<file path="src/rtl/core/acrfd_pkg.sv">
package acrfd_pkg;

	localparam int unsigned PosW   = 5;
	localparam int unsigned CapN   = 5;
	localparam int unsigned OutW   = 40;

	localparam logic [PosW-1:0] PosCap    = 5'd22;
	localparam logic [PosW-1:0] PosFirst  = 5'd8;
	localparam logic [PosW-1:0] PosLastOn = 5'd13;
	localparam logic [PosW-1:0] PosLastOff = 5'd20;

	localparam logic [7:0] HdrByte0   = 8'h02;
	localparam logic [7:0] HdrByte1Off = 8'hB2;
	localparam logic [7:0] HdrByte1On  = 8'h92;
	localparam logic [7:0] HdrByte2   = 8'h0F;
	localparam logic [7:0] CsTail     = 8'h02;
	localparam logic [7:0] Byte9Mask  = 8'hFE;
	localparam logic [5:0] CsBase     = 6'd28;

	// header flag bit positions
	localparam int unsigned FlagB0  = 0;
	localparam int unsigned FlagOff = 1;
	localparam int unsigned FlagOn  = 2;
	localparam int unsigned FlagB2  = 3;

	localparam logic [2:0] ModeUnknown = 3'd5;
	localparam logic [3:0] ModeMaxNib  = 4'd4;

	localparam logic [2:0] FanAuto    = 3'd0;
	localparam logic [2:0] FanOne     = 3'd1;
	localparam logic [2:0] FanTwo     = 3'd2;
	localparam logic [2:0] FanThree   = 3'd3;
	localparam logic [2:0] FanFour    = 3'd4;
	localparam logic [2:0] FanUnknown = 3'd5;

	localparam logic [3:0] AirOffNib = 4'hF;
	localparam logic [3:0] AirOnNib  = 4'hA;
	localparam logic [1:0] AirOff     = 2'd0;
	localparam logic [1:0] AirOn      = 2'd1;
	localparam logic [1:0] AirUnknown = 2'd2;

	localparam logic [3:0] TurboOffNib = 4'h1;
	localparam logic [3:0] TurboOnNib  = 4'h7;
	localparam logic [1:0] TurboOff     = 2'd0;
	localparam logic [1:0] TurboOn      = 2'd1;
	localparam logic [1:0] TurboUnknown = 2'd2;

	typedef logic [CapN-1:0][7:0] cap_bytes_t;

	typedef struct packed {
		logic [7:0] received_checksum;
		logic [7:0] computed_checksum;
		logic       checksum_match;
		logic [1:0] turbo;
		logic [1:0] airflow;
		logic [2:0] fan_speed;
		logic [4:0] temperature;
		logic [2:0] mode;
		logic       power_on;
		logic       recognized;
	} result_t;

	function automatic logic [2:0] fan_code(input logic [3:0] nib);
		logic [2:0] code;
		case (nib)
			4'h1:    code = FanAuto;
			4'h5:    code = FanOne;
			4'h9:    code = FanTwo;
			4'hB:    code = FanThree;
			4'hF:    code = FanFour;
			default: code = FanUnknown;
		endcase
		return code;
	endfunction

	function automatic logic [3:0] ones8(input logic [7:0] v);
		logic [3:0] n;
		n = '0;
		for (int i = 0; i < 8; i++) begin
			n = n + {3'd0, v[i]};
		end
		return n;
	endfunction

endpackage

</file>
<file path="src/rtl/core/acrfd_decode.sv">
module acrfd_decode
	import acrfd_pkg::*;
(
	input  logic [PosW-1:0] pos,
	input  logic [3:0]      flags,
	input  cap_bytes_t      cap,
	output result_t         res
);

	logic       hdr_ok;
	logic       off_frame;
	logic       on_frame;
	logic [5:0] ones;
	logic [5:0] cs_diff;
	logic [7:0] cs;
	logic [7:0] b8, b9, b10, b11, b12;

	assign b8  = cap[0];
	assign b9  = cap[1];
	assign b10 = cap[2];
	assign b11 = cap[3];
	assign b12 = cap[4];

	assign hdr_ok    = flags[FlagB0] & flags[FlagB2];
	assign off_frame = hdr_ok & (pos == PosLastOff) & flags[FlagOff];
	assign on_frame  = hdr_ok & (pos == PosLastOn) & flags[FlagOn];

	assign ones = {2'd0, ones8(b9 & Byte9Mask)} + {2'd0, ones8(b10)}
		+ {2'd0, ones8(b11)} + {2'd0, ones8(b12)};
	assign cs_diff = CsBase - ones;
	assign cs      = {cs_diff[3:0], 4'd0} | CsTail;

	always_comb begin
		res = '0;
		res.recognized = off_frame | on_frame;
		if (on_frame) begin
			res.power_on          = 1'b1;
			res.mode              = (b12[7:4] <= ModeMaxNib) ? b12[6:4] : ModeUnknown;
			res.temperature       = {1'b1, b11[7:4]};
			res.fan_speed         = fan_code(b12[3:0]);
			res.airflow           = (b9[7:4] == AirOffNib) ? AirOff :
				(b9[7:4] == AirOnNib) ? AirOn : AirUnknown;
			res.turbo             = (b10[3:0] == TurboOffNib) ? TurboOff :
				(b10[3:0] == TurboOnNib) ? TurboOn : TurboUnknown;
			res.checksum_match    = (cs == b8);
			res.computed_checksum = cs;
			res.received_checksum = b8;
		end
	end

endmodule

</file>
<file path="src/rtl/core/ac_remote_frame_decoder.sv">
// Flow: a byte accepted into the input register is parsed there and, if final,
//   registered as a result in the result register, which drives m_tvalid.
// Throughput: one byte per cycle; the input register and the result register
//   are the only stages, and the last byte of a frame waits only while a
//   previous result is still held and not taken.
// Reset: arst_n clears the stage valid flags, byte position and header flags.
module ac_remote_frame_decoder
	import acrfd_pkg::*;
(
	input  logic            clk,
	input  logic            arst_n,
	input  logic            s_tvalid,
	output logic            s_tready,
	input  logic [7:0]      s_tdata,   // [7:0] data_byte
	input  logic            s_tlast,   // last_byte
	output logic            m_tvalid,
	input  logic            m_tready,
	output logic [OutW-1:0] m_tdata    // recognized, power_on, mode, temperature, fan_speed,
	                                   // airflow, turbo, checksum_match, computed_checksum,
	                                   // received_checksum, zero fill
);

	// input register
	logic            valid_s1;
	logic [7:0]      data_s1;
	logic            last_s1;

	// frame state
	logic [PosW-1:0] pos_q;
	logic [3:0]      flags_q;
	cap_bytes_t      cap_q;

	// result register
	logic            out_valid_q;
	result_t         out_q;

	logic            out_free;
	logic            fire_s1;
	logic            in_fire;
	result_t         res;

	// the result slot is free if empty or being emptied this cycle
	assign out_free = ~out_valid_q | m_tready;
	// a non-final byte always advances; a final byte needs the result slot
	assign fire_s1  = valid_s1 & (~last_s1 | out_free);
	assign s_tready = ~valid_s1 | fire_s1;
	assign in_fire  = s_tvalid & s_tready;

	always_ff @(posedge clk or negedge arst_n) begin
		if (!arst_n) begin
			valid_s1 <= 1'b0;
		end else if (s_tready) begin
			valid_s1 <= s_tvalid;
		end
	end

	always_ff @(posedge clk) begin
		if (in_fire) begin
			data_s1 <= s_tdata;
			last_s1 <= s_tlast;
		end
	end

	// track position and header matches; restart after every final byte
	always_ff @(posedge clk or negedge arst_n) begin
		if (!arst_n) begin
			pos_q   <= '0;
			flags_q <= '0;
		end else if (fire_s1) begin
			if (last_s1) begin
				pos_q   <= '0;
				flags_q <= '0;
			end else begin
				if (pos_q < PosCap) begin
					pos_q <= pos_q + 1'b1;
				end
				if (pos_q == 5'd0 && data_s1 == HdrByte0) begin
					flags_q[FlagB0] <= 1'b1;
				end
				if (pos_q == 5'd1 && data_s1 == HdrByte1Off) begin
					flags_q[FlagOff] <= 1'b1;
				end
				if (pos_q == 5'd1 && data_s1 == HdrByte1On) begin
					flags_q[FlagOn] <= 1'b1;
				end
				if (pos_q == 5'd2 && data_s1 == HdrByte2) begin
					flags_q[FlagB2] <= 1'b1;
				end
			end
		end
	end

	// capture bytes 8 to 12; a final byte there never yields a decoded frame
	always_ff @(posedge clk) begin
		for (int k = 0; k < CapN; k++) begin
			if (fire_s1 && pos_q == PosFirst + PosW'(k)) begin
				cap_q[k] <= data_s1;
			end
		end
	end

	acrfd_decode u_decode (
		.pos   (pos_q),
		.flags (flags_q),
		.cap   (cap_q),
		.res   (res)
	);

	// hold the result until the transaction completes
	always_ff @(posedge clk or negedge arst_n) begin
		if (!arst_n) begin
			out_valid_q <= 1'b0;
		end else if (fire_s1 && last_s1) begin
			out_valid_q <= 1'b1;
		end else if (m_tready) begin
			out_valid_q <= 1'b0;
		end
	end

	always_ff @(posedge clk) begin
		if (fire_s1 && last_s1) begin
			out_q <= res;
		end
	end

	assign m_tvalid = out_valid_q;
	assign m_tdata  = {(OutW - $bits(result_t))'(0), out_q};

	// frame state restarts after a final byte
	a_restart: assert property (@(posedge clk) disable iff (!arst_n)
		(fire_s1 && last_s1) |=> (pos_q == 5'd0 && flags_q == 4'd0))
		else $error("frame state not cleared after final byte");

	// position saturates
	a_pos_cap: assert property (@(posedge clk) disable iff (!arst_n)
		pos_q <= PosCap)
		else $error("byte position beyond saturation");

	// a new result appears only from a parsed final byte
	a_out_src: assert property (@(posedge clk) disable iff (!arst_n)
		$rose(out_valid_q) |-> $past(fire_s1 && last_s1))
		else $error("result without final byte");

	// a pending result is never overwritten
	a_no_overwrite: assert property (@(posedge clk) disable iff (!arst_n)
		(out_valid_q && !m_tready) |-> !(fire_s1 && last_s1))
		else $error("held result overwritten");

	// power on implies recognized
	a_on_recog: assert property (@(posedge clk) disable iff (!arst_n)
		(out_valid_q && out_q.power_on) |-> out_q.recognized)
		else $error("power on without recognition");

endmodule

</file>
<file path="config.mk">
export PLATFORM = sky130hd
export DESIGN_NAME = ac_remote_frame_decoder
export DESIGN_NICKNAME = d
export VERILOG_FILES = /design/src/rtl/core/acrfd_pkg.sv /design/src/rtl/core/acrfd_decode.sv /design/src/rtl/core/ac_remote_frame_decoder.sv
export SDC_FILE = /design/constraint.sdc
export NUM_CORES = 1
export LEC_CHECK = 0
export ABC_AREA = 1
export BUFFER_PORTS_ARGS = -buffer_cell sky130_fd_sc_hd__buf_2
export CORE_ASPECT_RATIO = 2
export CORE_UTILIZATION = 53
export DETAILED_ROUTE_END_ITERATION = 16
export PLACE_DENSITY = 0.75
export REMOVE_ABC_BUFFERS = 1
export SLEW_MARGIN = 40
export SYNTH_ARGS = -nofsm -noshare
export SYNTH_HDL_FRONTEND = slang
export SYNTH_SLANG_ARGS = --single-unit
</file>
<file path="constraint.sdc">
create_clock -name clk -period 11.8 [get_ports clk]
set_clock_uncertainty 0.05 [all_clocks]
set_input_delay 0 -clock clk [delete_from_list [all_inputs] [get_ports clk]]
set_output_delay 0 -clock clk [all_outputs]
set_load 0.03 [all_outputs]
</file>
# After elaboration in Yosys (flattened, before gate mapping)
# Index checks and enable logic that the tools add are counted.
[classes]
add_sub_neg = 32
magnitude_cmp = 2
n_eq_ne = 23
n_mux = 16
n_bitwise = 15
n_reduce_logical = 25
[ops]
columns = ["operator", "n"]
rows = [
  ["4-bit by 1-bit adder with 4-bit output", 23],
  ["5-bit by 4-bit == test with 1-bit output, second input constant", 6],
  ["4-bit == test, second input constant", 5],
  ["19-bit 2-to-1 mux", 1],
  ["8-bit == test, second input constant", 2],
  ["3-bit one-hot mux with 5 select lines", 1],
  ["4-bit adder", 3],
  ["2-bit AND reduction", 6],
  ["2-bit nonzero test", 6],
  ["1-bit logical AND", 10],
  ["5-bit 2-to-1 mux", 2],
  ["1-bit by 1-bit adder with 2-bit output", 4],
  ["4-bit by 1-bit == test with 1-bit output, second input constant", 2],
  ["4-bit by 3-bit == test with 1-bit output, second input constant", 2],
  ["8-bit by 2-bit == test with 1-bit output, second input constant", 1],
  ["8-bit by 4-bit == test with 1-bit output, second input constant", 1],
  ["8-bit == test", 1],
  ["2-bit 2-to-1 mux", 4],
  ["1-bit AND", 7],
  ["1-bit 2-to-1 mux", 6],
  ["5-bit by 1-bit adder with 5-bit output, second input constant", 1],
  ["5-bit by 1-bit == test with 1-bit output, second input constant", 1],
  ["5-bit by 2-bit == test with 1-bit output, second input constant", 1],
  ["5-bit == test, second input constant", 1],
  ["9 further kinds", 16],
]
[word_totals]
reg_bits = 94
in_bits = 13
output_inout_bits = 42
elab_cells = 140

# Logic depth before layout (Yosys ltp)
[logic_depth]
word_depth = 13
mapped_depth = 25
mapped_depth_nobuf = 25

# Hierarchy
# Synthesis repeated with hierarchy kept, for this count alone.
[unflattened]
cells_unflattened = 406
hier_area_um2 = 4750.8
[by_module_without_submodules]
columns = ["module", "n_inst", "cells_each", "area_per_inst_um2", "seq_area_each_um2"]
rows = [
  ["ac_remote_frame_decoder", 1, 194, 3256.9, 2767.7],
  ["acrfd_decode", 1, 212, 1493.9, 0.0],
]

# Worst setup path before layout
# OpenSTA, ideal clock, no wires.
[synth_path]
kind = "reg-to-reg"
startpoint = "register cap_q[20] (netlist bit)"
endpoint = "register out_q (netlist bit m_tdata[17]) (data pin)"
setup_time_ps = 252
arrival_ps = 4611
required_time_ps = 11498
slack_ps = 6887
stages_incl_launch_ff = 23
n_path_buf = 0
synth_period_minus_slack_ps = 4913
path_cell_list = "edfxtp_1 -> fa_1 -> inv_1 -> fa_1 -> inv_1 -> ha_1 -> inv_1 -> fa_1 -> fa_1 -> inv_1 -> fa_1 -> fa_1 -> fa_1 -> inv_1 -> nand3_1 -> nand2_1 -> nand2_1 -> nand2_1 -> nand2_1 -> nand2_1 -> nand2_1 -> nand2_1 -> nor2_1"
[synth_via]
elab_chain_cells = 9
[synth_rtl]
columns = ["item", "line_no", "source"]
rows = [
  ["start, declared", "ac_remote_frame_decoder.sv:31", "cap_bytes_t cap_q;"],
  ["start signal, assigned by index", "ac_remote_frame_decoder.sv:97", "cap_q[k] <= data_s1;"],
  ["4-bit by 1-bit adder with 4-bit output (4 in a row)", "acrfd_pkg.sv:80", "n = n + {3'd0, v[i]};"],
  ["4-bit adder", "acrfd_decode.sv:28", "assign ones = {2'd0, ones8(b9 & Byte9Mask)} + {2'd0, ones8(b10)}"],
  ["4-bit adder (2 in a row)", "acrfd_decode.sv:29", "+ {2'd0, ones8(b11)} + {2'd0, ones8(b12)};"],
  ["4-bit subtractor", "acrfd_decode.sv:30", "assign cs_diff = CsBase - ones;"],
  ["8-bit == test", "acrfd_decode.sv:45", "res.checksum_match = (cs == b8);"],
  ["end signal, assigned", "ac_remote_frame_decoder.sv:122", "out_q <= res;"],
  ["end, declared", "ac_remote_frame_decoder.sv:35", "result_t out_q;"],
]
# Every way passes these cells.
# A chain may end at the register's enable or synchronous reset.

# Final worst setup path
# Same ends and word-level chain as after synthesis.

==> results.json <==
{
  "r2r-start": "cap_q[20]",
  "ir_worst_vdd_mv": 0.149,
  "worstSetupStartpointType": "flip-flop",
  "cp-end-kind": "flip-flop",
  "path_max_fanout": 3,
  "required_ns": 11.84,
  "cts_setup_buffers": 0,
  "timing_worst_setup_path_type": "reg2reg",
  "p_switching_uw": 204,
  "grt_overflow_total": 0,
  "worst_slack_ns": 6.61,
  "outcome": "completed",
  "dr.pass1.iters": 6,
  "slowest_delay_ns": 0.57,
  "nFillCells": 637,
  "diodes": 0,
  "die_h_um": 133,
  "dp.cells": 516,
  "initial_core_util_pct": 54.7,
  "antenna_found_initial": 0,
  "critPathBufInv": 5,
  "wire_per_inst_um": 15.5,
  "critPathTopFamily": "adder cells",
  "hold_viol": 0,
  "synth_top_area_share_pct": 50.9,
  "yosys-top-cells-count": "82 x inv_1, 77 x edfxtp_1, 39 x ha_1",
  "drtIter0Drc": 192,
  "io_pins": 55,
  "tightest_slew_ns": 0.737,
  "final.setup.tns_ns": 0,
  "intPower_uw": 565,
  "gp_congestion": 0.887,
  "ys_types": 31,
  "insertion_delay_ns": 0.33,
  "syn_inst": 377,
  "io_buffer_count": 45,
  "drcViolationCount": 0,
  "min_period_ns": 5.19,
  "syn_to_final_growth_pct": 16.4,
  "startpoint": "cap_q[20]",
  "worstPathCellList": "fa_1 > inv_1 > fa_1 > inv_1 > ha_1 > inv_1 > fa_1 > fa_1 > inv_1 > fa_1 > fa_1 > fa_1 > inv_1 > nand3_1 > nand2_1 > nand2_1 > nand2_1 > nand2_1 > nand2_1 > nand2_1 > nand2_1 > nor2_1",
  "ff_latch_area_um2": 2590,
  "async_reset_ff_share_pct": 12.5,
  "yosysSeqAreaShare_pct": 57.0,
  "hpwl_um": 6550,
  "yosys_warnings": 0,
  "cts_resized": 0,
  "grt_max_degree": 35,
  "cts_buffers": 9,
  "synthFlopType": "edfxtp_1",
  "fin_crit_sh_pct": 44.0,
  "syn_area_um2": 4540,
  "synth_area_leaders": "edfxtp_1 51%, ha_1 11%, fa_1 9.3%, inv_1 6.8%, dfrtp_1 6.1%",
  "maxCapViolCount": 0,
  "syn_area_per_cell_um2": 12.0,
  "drive_gt1_share_pct": 16.3,
  "dp_slack_ns": 6.62,
  "final_cell_count_no_fill": 546,
  "vias": 2760,
  "p_seq_share_pct": 47.5,
  "htree_levels": 3,
  "synth_most_common_cell": "inv_1",
  "synth_area_leader_cell": "edfxtp_1",
  "final_nets": 516,
  "synth_edf_count": 77,
  "final-setup-viol-count": 0,
  "hold-worst-slack_ns": 0.00361,
  "ant_nets": 0,
  "p_sw_share_pct": 26.5,
  "die_w_um": 67.4,
  "cts_tree": "built",
  "cts_max_path_buffers": 2,
  "max_freq_ghz": 0.193,
  "via_per_inst": 5.05,
  "multi_input_area_um2": 1570,
  "grt_pass1_vias": 2814,
  "wirelength_um": 8460,
  "cp.arrival_ns": 5.23,
  "max_slew_margin_pct": 50.7,
  "gr-usage-all-layers_pct": 21.6,
  "comb_power_share_pct": 15.2,
  "powerDensity_nw_per_um2": 145,
  "drv_slew": 0,
  "cpMaxStageDelayCell": "fa_1",
  "p_leak_uw": 0.00241,
  "grt_pass1_wl_um": 13400,
  "root_buffer": "clkbuf_16",
  "holdCritPathClass": "in2async",
  "core_area_um2": 8290,
  "placementRows": 47,
  "clkPwrFrac_pct": 37.2,
  "die_area_um2": 8960,
  "path_clk_slew_ns": 0.06,
  "ys_ff_latch": 88,
  "clock_sinks": 88,
  "rsz0062_at_grt": "false"
}
==> placed cells by master (no fill, tap or decap), drive strengths merged <==
master	count
clkinv	3
nand4	5
conb	9
nor3	6
nand2	42
inv	85
dfrtp	11
clkinvlp	1
nor2	33
a211oi	1
clkbuf	11
fa	21
nand3	14
o22ai	2
a21oi	13
edfxtp	77
o21ai	5
o41ai	1
a22oi	1
nand3b	1
bufinv	1
dlygate4sd3	14
xnor2	1
buf	47
ha	39
nor4	3
a31oi	1
==> metal layers <==
layer / global-route usage [%] / share of wire [%]
met4: 13.7 / 5.6
met2: 39.8 / 59
met1: 20.0 / 32
met3: 4.31 / 3.5
met5: 0 / 0
==> stage by stage <==
step                      cell area, um2  total power (uW)  utilization [%]
after floorplan                     4460               452                -
final                               5280               769             63.7
after global placement              4830               478             58.2
after detailed placement            4840               485             58.3
after CTS                           5280               772             63.7
after global routing                5280               802             63.7
==> worst paths after layout <==
| kind | cells past startpoint | endpoint | slack [ns] |
|---|---|---|---|
| min reg2reg | 2 | flags_q[3] | 0.47 |
| min | 2 | flags_q[0] | 0.004 |
| max reg2reg | 22 | m_tdata[17] | 6.61 |
| max in group asynchronous | 2 | pos_q[3] | 11.49 |
| max | 22 | m_tdata[17] | 6.61 |
| min in group clk | 2 | data_s1[0] | 0.32 |
==> area by class of cell <==
| cell class | count | area share (%) |
|---|---|---|
| Clock inverter | 5 | 1.21 |
| Timing Repair Buffer | 61 | 7.20 |
| Tap cell | 98 | 2.32 |
| Clock buffer | 11 | 4.59 |
| Sequential cell | 88 | 49.0 |
| Multi-Input combinational cell | 198 | 29.7 |
| Inverter | 85 | 6.04 |
==> flip-flops by register name (all words and copies together) (netlist names) <==
name / cells
cap_q: 39
data_s1: 8
flags_q: 4
last_s1: 1
m_tdata: 29
m_tvalid: 1
pos_q: 5
valid_s1: 1
==> power by group through the flow <==
stage                     clock, uW  sequential (uW)  combinational, uW
after global placement            0              371                107
after detailed placement          0              372                113
after CTS                       289              365                117
after floorplan                   0              378               74.2
after global routing            300              367                134
final                           286              365                117
==> repair_timing <==
action,4_1_cts,5_1_grt
hold buffers,14,0
endpoints found under the setup margin,0,0
endpoints found under the hold margin,22,0
==> cell families after synthesis <==
| family | count (synthesis) | share of synthesized area, % |
|---|---|---|
| compound gates | 24 | 2.92 |
| xor+xnor | 1 | 0.193 |
| fa+ha+maj | 60 | 20.0 |
| buf+inv | 99 | 9.34 |
| flops | 88 | 57.0 |
| other cells | 1 | 0.0826 |
| simple gates | 104 | 10.4 |
(Power assumes the default switching activity.)
